==> config.mk <==
export PLATFORM = sky130hd
export DESIGN_NAME = error_metrics_accumulator
export DESIGN_NICKNAME = d
export VERILOG_FILES = /design/src/emacc_pkg.sv /design/src/error_metrics_accumulator.sv /design/src/emacc_totals.sv
export SDC_FILE = /design/constraint.sdc
export NUM_CORES = 1
export LEC_CHECK = 0
export ABC_CLOCK_PERIOD_IN_PS = 20000
export BUFFER_PORTS_ARGS = -buffer_cell sky130_fd_sc_hd__buf_2
export CAP_MARGIN = 20
export CORE_MARGIN = 2
export CORE_UTILIZATION = 45
export CTS_CLUSTER_DIAMETER = 100
export CTS_CLUSTER_SIZE = 25
export DETAILED_ROUTE_END_ITERATION = 6
export GPL_TIMING_DRIVEN = 0
export SYNTH_ARGS = -nofsm -noshare
export SYNTH_HDL_FRONTEND = slang
export SYNTH_SLANG_ARGS = --single-unit
==> constraint.sdc <==
create_clock -name clk_i -period 20 [get_ports clk_i]
set_input_delay 3 -clock clk_i [delete_from_list [all_inputs] [get_ports clk_i]]
set_output_delay 3 -clock clk_i [all_outputs]
set_load 0.01 [all_outputs]
==> src/emacc_pkg.sv <==
// emacc_pkg: types, field widths and saturation ceilings for the error
// metrics accumulator. No dependencies.
`timescale 1ns / 1ps
`default_nettype none

package emacc_pkg;

  localparam int unsigned DATA_WIDTH_DEF = 16;
  localparam int unsigned MAX_ITEMS_DEF  = 65536;

  localparam int unsigned VAL_W   = 16;
  localparam int unsigned DIFF_W  = 17;
  localparam int unsigned MAG_W   = 16;
  localparam int unsigned SQR_W   = 32;
  localparam int unsigned HD_W    = 5;
  localparam int unsigned HDC_W   = 6;   // count up to 32 bits
  localparam int unsigned EXT_W   = 32;  // widest data width supported
  localparam int unsigned SQS_W   = 48;
  localparam int unsigned ABS_W   = 32;
  localparam int unsigned CNT_O_W = 17;
  localparam int unsigned HDS_W   = 21;

  localparam logic [SQS_W-1:0] SQ_CAP  = 48'd281466386841600;
  localparam logic [ABS_W-1:0] ABS_CAP = 32'd4294901760;
  localparam logic [HDS_W-1:0] HD_CAP  = 21'd1048576;

  typedef struct packed {
    logic signed [VAL_W-1:0] expected_value;
    logic signed [VAL_W-1:0] actual_value;
    logic                    last_item;
  } in_t;

  typedef struct packed {
    logic signed [DIFF_W-1:0] difference;
    logic [HD_W-1:0]          bit_distance;
    logic [SQS_W-1:0]         squared_sum;
    logic [ABS_W-1:0]         absolute_sum;
    logic [MAG_W-1:0]         worst_difference;
    logic [CNT_O_W-1:0]       mismatch_total;
    logic [HDS_W-1:0]         bit_distance_sum;
    logic [CNT_O_W-1:0]       items_seen;
    logic                     set_done;
  } out_t;

  // per-pair metrics handed to the totals stage
  typedef struct packed {
    logic [MAG_W-1:0] mag;
    logic [SQR_W-1:0] sqr;
    logic [HDC_W-1:0] hd;
    logic             mismatch;
    logic             last;
  } pair_t;

  typedef struct packed {
    logic [SQS_W-1:0]   squared_sum;
    logic [ABS_W-1:0]   absolute_sum;
    logic [MAG_W-1:0]   worst_difference;
    logic [CNT_O_W-1:0] mismatch_total;
    logic [HDS_W-1:0]   bit_distance_sum;
    logic [CNT_O_W-1:0] items_seen;
  } totals_t;

endpackage

`default_nettype wire

==> src/error_metrics_accumulator.sv <==
// error_metrics_accumulator: top level, three-stage pipeline computing
// per-pair error metrics and running totals. Depends on emacc_pkg, emacc_totals.
//
// Usage:
//   Input channel in_valid_i / in_stall_o carries one pair (expected, actual,
//   last_item) per beat. Output channel out_valid_o / out_stall_i carries one
//   result per input beat, in order: difference, Hamming distance and the set
//   totals including that pair.
//   From input to result a beat passes the input register, the pair metrics
//   register (subtract and 17x17 square) and the output register, where the
//   totals are accumulated. One beat per cycle is sustained while out_stall_i
//   is low; the add-and-saturate loop of the last stage has no register inside.
//   A beat with last_item set returns the final totals of its set with
//   set_done high; all totals restart from zero for the next beat.
//   Reset empties the pipeline and clears all totals.
//   When out_stall_i is held, the result holds and the pipeline keeps taking
//   beats until its two inner stages are full, then in_stall_o rises.
`timescale 1ns / 1ps
`default_nettype none

module error_metrics_accumulator #(
  parameter int unsigned DATA_WIDTH = emacc_pkg::DATA_WIDTH_DEF,
  parameter int unsigned MAX_ITEMS  = emacc_pkg::MAX_ITEMS_DEF
) (
  input  wire logic            clk_i,
  input  wire logic            rst_ni,
  input  wire logic            in_valid_i,
  output logic                 in_stall_o,
  input  wire emacc_pkg::in_t  in_data_i,
  output logic                 out_valid_o,
  input  wire logic            out_stall_i,
  output emacc_pkg::out_t      out_data_o
);
  import emacc_pkg::*;

  logic v1_q, v2_q, v3_q;
  logic en1, en2, en3;

  in_t   in_q;
  pair_t pair_q, pair_d;
  logic signed [DIFF_W-1:0] diff_q, diff_d;
  out_t  out_q, out_d;
  totals_t totals;

  logic signed [2*DIFF_W-1:0] sqr_full;
  logic [DIFF_W-1:0]          mag_full;
  logic [EXT_W-1:0]           xor_ext;
  logic [HDC_W-1:0]           hd;

  assign en3 = !v3_q || !out_stall_i;
  assign en2 = !v2_q || en3;
  assign en1 = !v1_q || en2;
  assign in_stall_o = !en1;

  always_ff @(posedge clk_i or negedge rst_ni) begin
    if (!rst_ni) begin
      v1_q <= 1'b0;
      v2_q <= 1'b0;
      v3_q <= 1'b0;
    end else begin
      if (en1) v1_q <= in_valid_i;
      if (en2) v2_q <= v1_q;
      if (en3) v3_q <= v2_q;
    end
  end

  always_ff @(posedge clk_i) begin
    if (en1 && in_valid_i) in_q <= in_data_i;
  end

  // pair metrics
  always_comb begin
    diff_d = $signed({in_q.expected_value[VAL_W-1], in_q.expected_value})
           - $signed({in_q.actual_value[VAL_W-1], in_q.actual_value});
    sqr_full = diff_d * diff_d;
    mag_full = diff_d[DIFF_W-1] ? DIFF_W'(-diff_d) : DIFF_W'(diff_d);
    xor_ext  = {{(EXT_W - VAL_W){in_q.expected_value[VAL_W-1]}}, in_q.expected_value}
             ^ {{(EXT_W - VAL_W){in_q.actual_value[VAL_W-1]}}, in_q.actual_value};
    hd = '0;
    for (int i = 0; i < DATA_WIDTH; i++) begin
      hd = hd + HDC_W'(xor_ext[i]);
    end
    pair_d.mag      = mag_full[MAG_W-1:0];
    pair_d.sqr      = sqr_full[SQR_W-1:0];
    pair_d.hd       = hd;
    pair_d.mismatch = (in_q.expected_value != in_q.actual_value);
    pair_d.last     = in_q.last_item;
  end

  always_ff @(posedge clk_i) begin
    if (en2 && v1_q) begin
      pair_q <= pair_d;
      diff_q <= diff_d;
    end
  end

  emacc_totals #(
    .MAX_ITEMS (MAX_ITEMS)
  ) u_totals (
    .clk_i    (clk_i),
    .rst_ni   (rst_ni),
    .upd_i    (en3 && v2_q),
    .pair_i   (pair_q),
    .totals_o (totals)
  );

  always_comb begin
    out_d.difference       = diff_q;
    out_d.bit_distance     = pair_q.hd[HD_W-1:0];
    out_d.squared_sum      = totals.squared_sum;
    out_d.absolute_sum     = totals.absolute_sum;
    out_d.worst_difference = totals.worst_difference;
    out_d.mismatch_total   = totals.mismatch_total;
    out_d.bit_distance_sum = totals.bit_distance_sum;
    out_d.items_seen       = totals.items_seen;
    out_d.set_done         = pair_q.last;
  end

  always_ff @(posedge clk_i) begin
    if (en3 && v2_q) out_q <= out_d;
  end

  assign out_valid_o = v3_q;
  assign out_data_o  = out_q;

endmodule

`default_nettype wire

==> src/emacc_totals.sv <==
// emacc_totals: saturating running totals over one set, cleared after the
// last beat of a set. Depends on emacc_pkg.
`timescale 1ns / 1ps
`default_nettype none

module emacc_totals #(
  parameter int unsigned MAX_ITEMS = emacc_pkg::MAX_ITEMS_DEF
) (
  input  wire logic              clk_i,
  input  wire logic              rst_ni,
  input  wire logic              upd_i,
  input  wire emacc_pkg::pair_t  pair_i,
  output emacc_pkg::totals_t     totals_o
);
  import emacc_pkg::*;

  localparam int unsigned CNT_W = $clog2(MAX_ITEMS + 1);
  localparam logic [CNT_W:0] CNT_CAP = (CNT_W + 1)'(MAX_ITEMS);

  logic [SQS_W-1:0] sq_q, sq_d, sq_new;
  logic [ABS_W-1:0] abs_q, abs_d, abs_new;
  logic [MAG_W-1:0] worst_q, worst_d, worst_new;
  logic [CNT_W-1:0] mis_q, mis_d, mis_new;
  logic [HDS_W-1:0] hds_q, hds_d, hds_new;
  logic [CNT_W-1:0] cnt_q, cnt_d, cnt_new;

  logic [SQS_W:0]   sq_sum;
  logic [ABS_W:0]   abs_sum;
  logic [HDS_W:0]   hds_sum;
  logic [CNT_W:0]   mis_sum, cnt_sum;
  logic [CNT_W+CNT_O_W-1:0] mis_ext, cnt_ext;

  always_comb begin
    sq_sum  = {1'b0, sq_q} + (SQS_W + 1)'(pair_i.sqr);
    sq_new  = (sq_sum > {1'b0, SQ_CAP}) ? SQ_CAP : sq_sum[SQS_W-1:0];
    abs_sum = {1'b0, abs_q} + (ABS_W + 1)'(pair_i.mag);
    abs_new = (abs_sum > {1'b0, ABS_CAP}) ? ABS_CAP : abs_sum[ABS_W-1:0];
    worst_new = (pair_i.mag > worst_q) ? pair_i.mag : worst_q;
    hds_sum = {1'b0, hds_q} + (HDS_W + 1)'(pair_i.hd);
    hds_new = (hds_sum > {1'b0, HD_CAP}) ? HD_CAP : hds_sum[HDS_W-1:0];
    mis_sum = {1'b0, mis_q} + (CNT_W + 1)'(pair_i.mismatch);
    mis_new = (mis_sum > CNT_CAP) ? CNT_CAP[CNT_W-1:0] : mis_sum[CNT_W-1:0];
    cnt_sum = {1'b0, cnt_q} + (CNT_W + 1)'(1);
    cnt_new = (cnt_sum > CNT_CAP) ? CNT_CAP[CNT_W-1:0] : cnt_sum[CNT_W-1:0];
  end

  always_comb begin
    sq_d    = sq_q;
    abs_d   = abs_q;
    worst_d = worst_q;
    mis_d   = mis_q;
    hds_d   = hds_q;
    cnt_d   = cnt_q;
    if (upd_i) begin
      if (pair_i.last) begin
        sq_d    = '0;
        abs_d   = '0;
        worst_d = '0;
        mis_d   = '0;
        hds_d   = '0;
        cnt_d   = '0;
      end else begin
        sq_d    = sq_new;
        abs_d   = abs_new;
        worst_d = worst_new;
        mis_d   = mis_new;
        hds_d   = hds_new;
        cnt_d   = cnt_new;
      end
    end
  end

  always_ff @(posedge clk_i or negedge rst_ni) begin
    if (!rst_ni) begin
      sq_q    <= '0;
      abs_q   <= '0;
      worst_q <= '0;
      mis_q   <= '0;
      hds_q   <= '0;
      cnt_q   <= '0;
    end else begin
      sq_q    <= sq_d;
      abs_q   <= abs_d;
      worst_q <= worst_d;
      mis_q   <= mis_d;
      hds_q   <= hds_d;
      cnt_q   <= cnt_d;
    end
  end

  // counters may be narrower or wider than their fields
  assign mis_ext = {{CNT_O_W{1'b0}}, mis_new};
  assign cnt_ext = {{CNT_O_W{1'b0}}, cnt_new};

  always_comb begin
    totals_o.squared_sum      = sq_new;
    totals_o.absolute_sum     = abs_new;
    totals_o.worst_difference = worst_new;
    totals_o.mismatch_total   = mis_ext[CNT_O_W-1:0];
    totals_o.bit_distance_sum = hds_new;
    totals_o.items_seen       = cnt_ext[CNT_O_W-1:0];
  end

endmodule

`default_nettype wire

==> summary.txt, run 1 <==
Run status
  • Outcome: finished clean

Finish
  • Area growth from synthesis to layout: 10.15%
  • Fraction of final layout cells sized beyond drive strength 1: roughly a tenth
  • Final Instance Area: 34,890 um2
  • Net count of the finished layout: approximately 3,800

Floorplanning
  • Floorplan row count: between 90 and 100
  • Initial cell density of the core: a little under half
  • I/O pins: 213
  • Width of the chip: 269.3 um
  • Height of the chip: between 200 and 300 um
  • Area enclosed by the die boundary: 72,530 um2
  • Standard cell core area: around 70,000 um2

STA
  • Maximum clock rate: about 94 MHz
  • Crit share post-route: 53.15%
  • RSZ-0062 raised after global routing: false
  • Worst clock skew: about 0.023 ns
  • Setup tns final: 0 ns
  • Slew at the pin with the worst max-slew slack: 1.235 ns
  • Final-report hold violation count: 0
  • Slew Limit Headroom: ~17%
  • Endpoints failing setup: 0
  • Fin crit period: between 10 and 15 ns
  • Pins over their slew limit: 0

CTS
  • Post-CTS repair timing setup buffer count: 0
  • Post-cts gate resize count: 0
  • Clk sink count: 430
  • Clock tree from TritonCTS: yes
  • Largest buffer count on any clock path: 3
  • Number of hold-repair buffers added at the cts stage: 0
  • CTS Buf Count: 24
  • Clock tree root buffer cell: clkbuf_16
  • Clk pin slew, worst setup/hold paths: 0.10 ns
  • Number of H-tree levels: 1
  • Skew-Pair Late Insertion Delay: 0.60 ns

Logic synthesis
  • Most frequently used cell type in the post-synthesis netlist: inv_1
  • Synth cell types: slightly above 80
  • Proportion of synthesized chip area in sequential cells: between 30% and 40%
  • Top cells by area, synth: edfxtp_1 26%, fa_1 17%, dfrtp_1 12%
  • Area of the mapped netlist: ~32,000 um2
  • Number of enable flip-flop cells after synthesis: roughly 280
  • Prevailing post-synth register cell: edfxtp_1
  • Share of Yosys cell area claimed by the top area cell type: between 20% and 30%
  • Synth Area per Inst: around 10 um2
  • Post-synthesis register bit count: 430
  • Syn_nets: roughly 3,600
  • Share of async-settable or async-resettable flops after synthesis: between 30 and 40%
  • Top cell types by occurrence after synthesis: 443 x inv_1, 292 x nor2_1, 276 x edfxtp_1
  • Most area-hungry cell type in the Yosys netlist: edfxtp_1
  • Post-synthesis cell count: a little over 3,000
  • Synth Warn #: 0

Global route
  • Global route overflow: 0
  • First-pass GRT wire length: between 100,000 and 150,000 um
  • Largest net degree at the start of global routing: 80
  • GRT Resource Usage Total: a little under a quarter
  • Number of antenna violations at the first check in global routing: 2
  • Number of global-route vias before repair: about 25,000

Detailed routing
  • Post-detailed-route DRC marker count: 0
  • DR WL/cell: 19.70 um
  • DR iter-0 viols: roughly 1,800
  • Routed Antenna Nets: 0
  • Sum of routed wire length over all layers: roughly 85,000 um
  • Total via count after detailed routing: ~23,000
  • Via count normalized by instance count: 5.458
  • Iteration count of the initial detailed-routing pass: 5

Placed design
  • RePlAce Congestion: ~0.94
  • Post-detailed-placement cell area: 34,110 um2
  • Port bufs: around 210
  • Total half-perimeter wirelength after legalization and detailed placement: between 60,000 and 70,000 um

Critical path
  • Worst setup SP type: flip-flop
  • Category of the worst setup path capture point: flip-flop
  • Reg2Reg Setup Slack: approximately 9.4 ns
  • R2R depth: 31
  • CP Data Arrival Time: about 11 ns
  • Endpoint of the most critical register-to-register path: pair_q[36]
  • Worst r2r src: in_q[18]
  • Critical-path maximum fanout: 11
  • Slowest stage delay, CP: around 0.96 ns
  • Cell type of the slowest stage on the worst timing path: xnor2_1
  • Worst setup path class: reg2reg
  • Required @ worst endpoint: roughly 20 ns

Flow run
  • Max-capacitance violation count: 0

Hold path
  • Worst min path class: reg2reg
  • Worst Hold Path EP: out_data_o[160]
  • Launch point of the worst hold path: diff_q[3]
  • Count of cells along the worst hold path: 0
## worst max-delay path by stage
| stage | cells after the start | to | from | slack (ns) |
|---|---|---|---|---|
| 3_5_place_dp | 36 | pair_q[36] | in_q[17] | 9.46 |
| 2_1_floorplan | 35 | pair_q[36] | in_q[17] | 11.09 |
| 6_report | 31 | pair_q[36] | in_q[18] | 9.37 |
| 3_3_place_gp | 6 | u_totals.cnt_q[16] | out_stall_i | 8.16 |
| 4_1_cts | 36 | pair_q[36] | in_q[17] | 9.39 |
| 5_1_grt | 36 | pair_q[36] | in_q[17] | 8.71 |
## routing by layer
metal	track usage, %	part of all wire (%)
met1	31.32	44
met2	40.72	49
met3	2.494	4.7
met4	6.126	2.4
met5	0	0
## logic make-up after synthesis
kind of cell    share of synthesized area (%)
xor+xnor                                4.811
mux                                    0.7584
flops                                   38.33
fa+ha+maj                               24.00
compound gates                          12.20
buf+inv                                 6.992
simple gates                            12.91
## final cells by class
type / count / area [um2]
Antenna cell: 1 / 2.502
Buffer: 127 / 533.0
Clock buffer: 32 / 673.1
Clock inverter: 10 / 107.6
Fill cell: 6561 / 35020
Inverter: 449 / 1685
Multi-Input combinational cell: 2093 / 17340
Sequential cell: 430 / 12140
Tap cell: 940 / 1176
Timing Repair Buffer: 220 / 1235
## registers in the layout, indices dropped and copies added, names as in the netlist, 6 cells and up
signal	cells
out_data_o	174
u_totals.sq_q	48
pair_q	47
in_q	33
u_totals.abs_q	32
u_totals.hds_q	21
u_totals.cnt_q	17
u_totals.mis_q	17
diff_q	16
u_totals.worst_q	16
out_d	6
## metrics by stage
stage / instances / setup slack, ns / util (%) / hold slack (ns)
CTS: 4301 / 9.389 / 49.91 / 0.4259
global placement: 4251 / 8.157 / 48.51 / 0.4045
global route: 4301 / 8.714 / 49.91 / 0.4362
floorplan: 3099 / 11.09 / - / 0.4003
finish: 4302 / 9.369 / 49.91 / 0.4176
detailed placement: 4259 / 9.463 / 48.79 / 0.4045
## worst max-delay path: cells and delay by family (launching register included)
kind	cells	cell delay, ns
mux	1	0.19
compound gates	11	2.95
flops	1	0.45
fa+ha+maj	8	3.80
xor+xnor	1	0.96
buf+inv	5	1.28
simple gates	5	0.74
## layout by cell type (no fill, tap or decap), drive strengths merged, types with 40 or more instances in the layout
cell,synthesis,routed
a21oi,127,127
fa,271,271
nand2,272,272
nand3,81,81
nor3,47,47
nor2,292,292
o31ai,40,40
xor2,57,57
xnor2,117,117
inv,445,454
edfxtp,276,276
ha,174,174
clkbuf,112,144
a22o,49,49
buf,15,235
dfrtp,154,154
o21ai,119,119
Power of run 1 is not shown: default switching activity piles up to over one toggle a cycle in this logic, so the estimate is an artifact.
==> run 2: changes to the inputs <==
--- a/config.mk
+++ b/config.mk
@@ -5,7 +5,8 @@
 export SDC_FILE = /design/constraint.sdc
 export NUM_CORES = 1
 export LEC_CHECK = 0
-export ABC_CLOCK_PERIOD_IN_PS = 20000
+export ABC_AREA = 1
+export ABC_CLOCK_PERIOD_IN_PS = 11000
 export BUFFER_PORTS_ARGS = -buffer_cell sky130_fd_sc_hd__buf_2
 export CAP_MARGIN = 20
 export CORE_MARGIN = 2
==> constraint.sdc (replaced) <==
create_clock -name clk_i -period 11 [get_ports clk_i]
set_input_delay 1.65 -clock clk_i [delete_from_list [all_inputs] [get_ports clk_i]]
set_output_delay 1.65 -clock clk_i [all_outputs]
set_load 0.01 [all_outputs]
==> run 2 against run 1 <==
Non-clock buffer count decreased by 51. Hold slack improved by 0.0096 ns. Sequential share of layout area decreased by 1.3 points. Count of clock-buffer cells in the layout increased by 1. Register-to-register slack got worse by 7.5 ns. First-iteration DRC count decreased by 7.2%. Critical path depth increased by 4. Synthesized cell count increased by 24%. Highest routed layer unchanged.
==> summary.txt, run 2 <==
STA
  • Endpoints failing setup: 0 (unchanged)
  • Final-report hold violation count: 0 (unchanged)
  • Worst clock skew: 0.03382 ns (was 0.02264 ns)
  • Fin crit period: 9.160 ns (was 10.63 ns)
  • Setup tns final: 0 ns (unchanged)
  • Hold Slack: 0.4272 ns (was 0.4176 ns)
  • Slew Limit Headroom: 25.92% (was 17.05%)
  • RSZ-0062 raised after global routing: false (unchanged)
  • Crit share post-route: 83.28% (was 53.15%)
  • Maximum clock rate: 109.2 MHz (was 94.07 MHz)
  • Slew at the pin with the worst max-slew slack: 1.108 ns (was 1.235 ns)
  • Pins over their slew limit: 0 (unchanged)

CTS
  • Skew-Pair Late Insertion Delay: 0.61 ns (was 0.60 ns)
  • Clock tree from TritonCTS: yes (unchanged)
  • Largest buffer count on any clock path: 3 (unchanged)
  • Clk pin slew, worst setup/hold paths: 0.10 ns (about the same)
  • Post-CTS repair timing setup buffer count: 0 (unchanged)
  • Number of hold-repair buffers added at the cts stage: 0 (unchanged)
  • CTS Buf Count: 24 (unchanged)
  • Clk sink count: 430 (unchanged)
  • Post-cts gate resize count: 0 (unchanged)
  • Number of H-tree levels: 1 (unchanged)
  • Clock tree root buffer cell: clkbuf_16 (unchanged)

Logic synthesis
  • Top cell types by occurrence after synthesis: 980 x nand2_1, 818 x inv_1, 326 x nor2_1 (was 443 x inv_1, 292 x nor2_1, 276 x edfxtp_1)
  • Top cells by area, synth: edfxtp_1 25%, fa_1 16%, dfrtp_1 12% (was edfxtp_1 26%, fa_1 17%, dfrtp_1 12%)
  • Share of async-settable or async-resettable flops after synthesis: 35.81% (unchanged)
  • Synth Area per Inst: 8.594 um2 (was 10.22 um2)
  • Post-synthesis cell count: 3,838 (was 3,099)
  • Most frequently used cell type in the post-synthesis netlist: nand2_1 (was inv_1)
  • Proportion of synthesized chip area in sequential cells: 36.81% (was 38.33%)
  • Area of the mapped netlist: 32,990 um2 (was 31,680 um2)
  • Syn_nets: 4,320 (was 3,581)
  • Synth cell types: 55 (was 83)
  • Number of enable flip-flop cells after synthesis: 276 (unchanged)
  • Post-synthesis register bit count: 430 (unchanged)
  • Share of Yosys cell area claimed by the top area cell type: 25.13% (was 26.17%)
  • Prevailing post-synth register cell: edfxtp_1 (unchanged)
  • Synth Warn #: 0 (unchanged)
  • Most area-hungry cell type in the Yosys netlist: edfxtp_1 (unchanged)

Placed design
  • Total half-perimeter wirelength after legalization and detailed placement: 70,530 um (was 65,800 um)
  • Placed cells: 5,015 (was 4,259)
  • Port bufs: 212 (unchanged)
  • RePlAce Congestion: 0.9564 (was 0.9404)

Finish
  • Commonest cells after routing, fill and taps aside: 980 x nand2_1, 817 x inv_1, 325 x nor2_1 (was 444 x inv_1, 292 x nor2_1, 276 x edfxtp_1)
  • Final std cells w/o fill: 5,059 (was 4,302)
  • Fraction of final layout cells sized beyond drive strength 1: 9.024% (was 9.580%)
  • Net count of the finished layout: 4,565 (was 3,827)
  • Antenna Cells: 0 (was 1)
  • Most common cell after layout, fill and taps aside: nand2_1 (was inv_1)
  • Flip-flop count of the largest register, all copies and words added: 174 (unchanged)
  • Area growth from synthesis to layout: 9.828% (was 10.15%)

Run status
  • Outcome: finished clean (unchanged)

Detailed routing
  • Iteration count of the initial detailed-routing pass: 5 (unchanged)
  • Total via count after detailed routing: 25,193 (was 23,482)
  • DR WL/cell: 17.18 um (was 19.70 um)
  • Sum of routed wire length over all layers: 86,920 um (was 84,760 um)
  • Via count normalized by instance count: 4.980 (was 5.458)
  • DR iter-0 viols: 1,630 (was 1,756)
  • Post-detailed-route DRC marker count: 0 (unchanged)
  • Routed Antenna Nets: 0 (unchanged)

Global route
  • Number of antenna violations at the first check in global routing: 0 (was 2)
  • Number of global-route vias before repair: 25,133 (was 24,543)
  • GRT Resource Usage Total: 23.61% (was 23.43%)
  • Global route overflow: 0 (unchanged)
  • Largest net degree at the start of global routing: 108 (was 80)
  • First-pass GRT wire length: 138,600 um (was 136,200 um)

Critical path
  • CP Data Arrival Time: 9.50 ns (was 10.95 ns)
  • Cell type group with the largest total delay on the critical path: adder cells (unchanged)
  • Reg2Reg Setup Slack: 1.84 ns (was 9.37 ns)
  • Critical-path maximum fanout: 10 (was 11)
  • Category of the worst setup path capture point: flip-flop (unchanged)
  • Worst setup SP type: flip-flop (unchanged)
  • Worst setup path class: reg2reg (unchanged)
  • Required @ worst endpoint: 11.34 ns (was 20.31 ns)
  • Cell type of the slowest stage on the worst timing path: fa_1 (was xnor2_1)
  • Slowest stage delay, CP: 0.81 ns (was 0.96 ns)
  • Total buffers and inverters traversed by the critical path: 7 (was 5)

Floorplanning
  • Standard cell core area: 72,710 um2 (was 69,910 um2)
  • Floorplan row count: 99 (was 97)
  • Height of the chip: 274.7 um (was 269.3 um)
  • I/O pins: 213 (unchanged)
  • Width of the chip: 274.7 um (was 269.3 um)
  • Area enclosed by the die boundary: 75,480 um2 (was 72,530 um2)
  • Initial cell density of the core: 45.37% (was 45.31%)

Hold path
  • Worst min path class: reg2reg (unchanged)

Flow run
  • Max-capacitance violation count: 0 (unchanged)
-- run 2: changes by cell type after synthesis, sizes merged, moves of 33 or more --
cell	previous run	this run
a22o	49	3
o31ai	40	4
inv	445	826
nand2	272	997
nand3	81	157
a21oi	127	92
o22ai	8	41
clkbuf	112	52
a21o	39	2
nor2	292	355
o21ai	119	64
xnor2	117	42
xor2	57	106
nand2b	34	0
-- run 2: layer usage --
layer  track usage [%]  vias to the layer above  part of all wire [%]
met5                 0                        -                     0
met4             4.763                        0                   1.9
met3             2.784                      103                   5.7
met1             33.38                    12118                    45
met2             39.31                      622                    47
li1                  -                    12350                     -
-- run 2: final cells by class --
cell class | count | area (um2)
plain buffers | 77 | 372.9
well taps | 959 | 1200
fillers | 7033 | 36480
repair buffers | 219 | 1235
flip-flops and latches | 430 | 12140
clock inverters | 10 | 158.9
multi-input cells | 2500 | 17360
inverters | 831 | 3122
clock buffers | 33 | 634.4
-- run 2: cell families after synthesis --
group	Yosys count	synth area share [%]
flip-flops	430	36.81
buffers and inverters	908	10.58
adder cells (fa/ha/maj)	445	23.05
AO/OA/AOI/OAI	233	4.021
XOR/XNOR	148	3.930
AND/OR/NAND/NOR	1674	21.62
-- run 2: worst paths after layout --
kind | startpoint | end | depth (start not counted)
setup / recovery | in_q[17] | pair_q[39] | 35
min in group asynchronous | rst_ni | u_totals.mis_q[12] | 1
hold / removal | diff_q[6] | out_data_o[163] | 0
setup reg to reg | in_q[17] | pair_q[39] | 35
hold reg to reg | diff_q[6] | out_data_o[163] | 0
max in group asynchronous | rst_ni | u_totals.sq_q[30] | 2
-- run 2: per-stage QoR --
step | util (%) | setup slack [ns] | cell area [um2]
floorplan | - | 3.489 | 32990
global route | 49.82 | 1.232 | 36230
detailed placement | 48.72 | 1.948 | 35420
finish | 49.82 | 1.840 | 36230
global placement | 48.47 | 0.5863 | 35250
CTS | 49.81 | 1.867 | 36220
Power of run 2 is left out for the same reason.
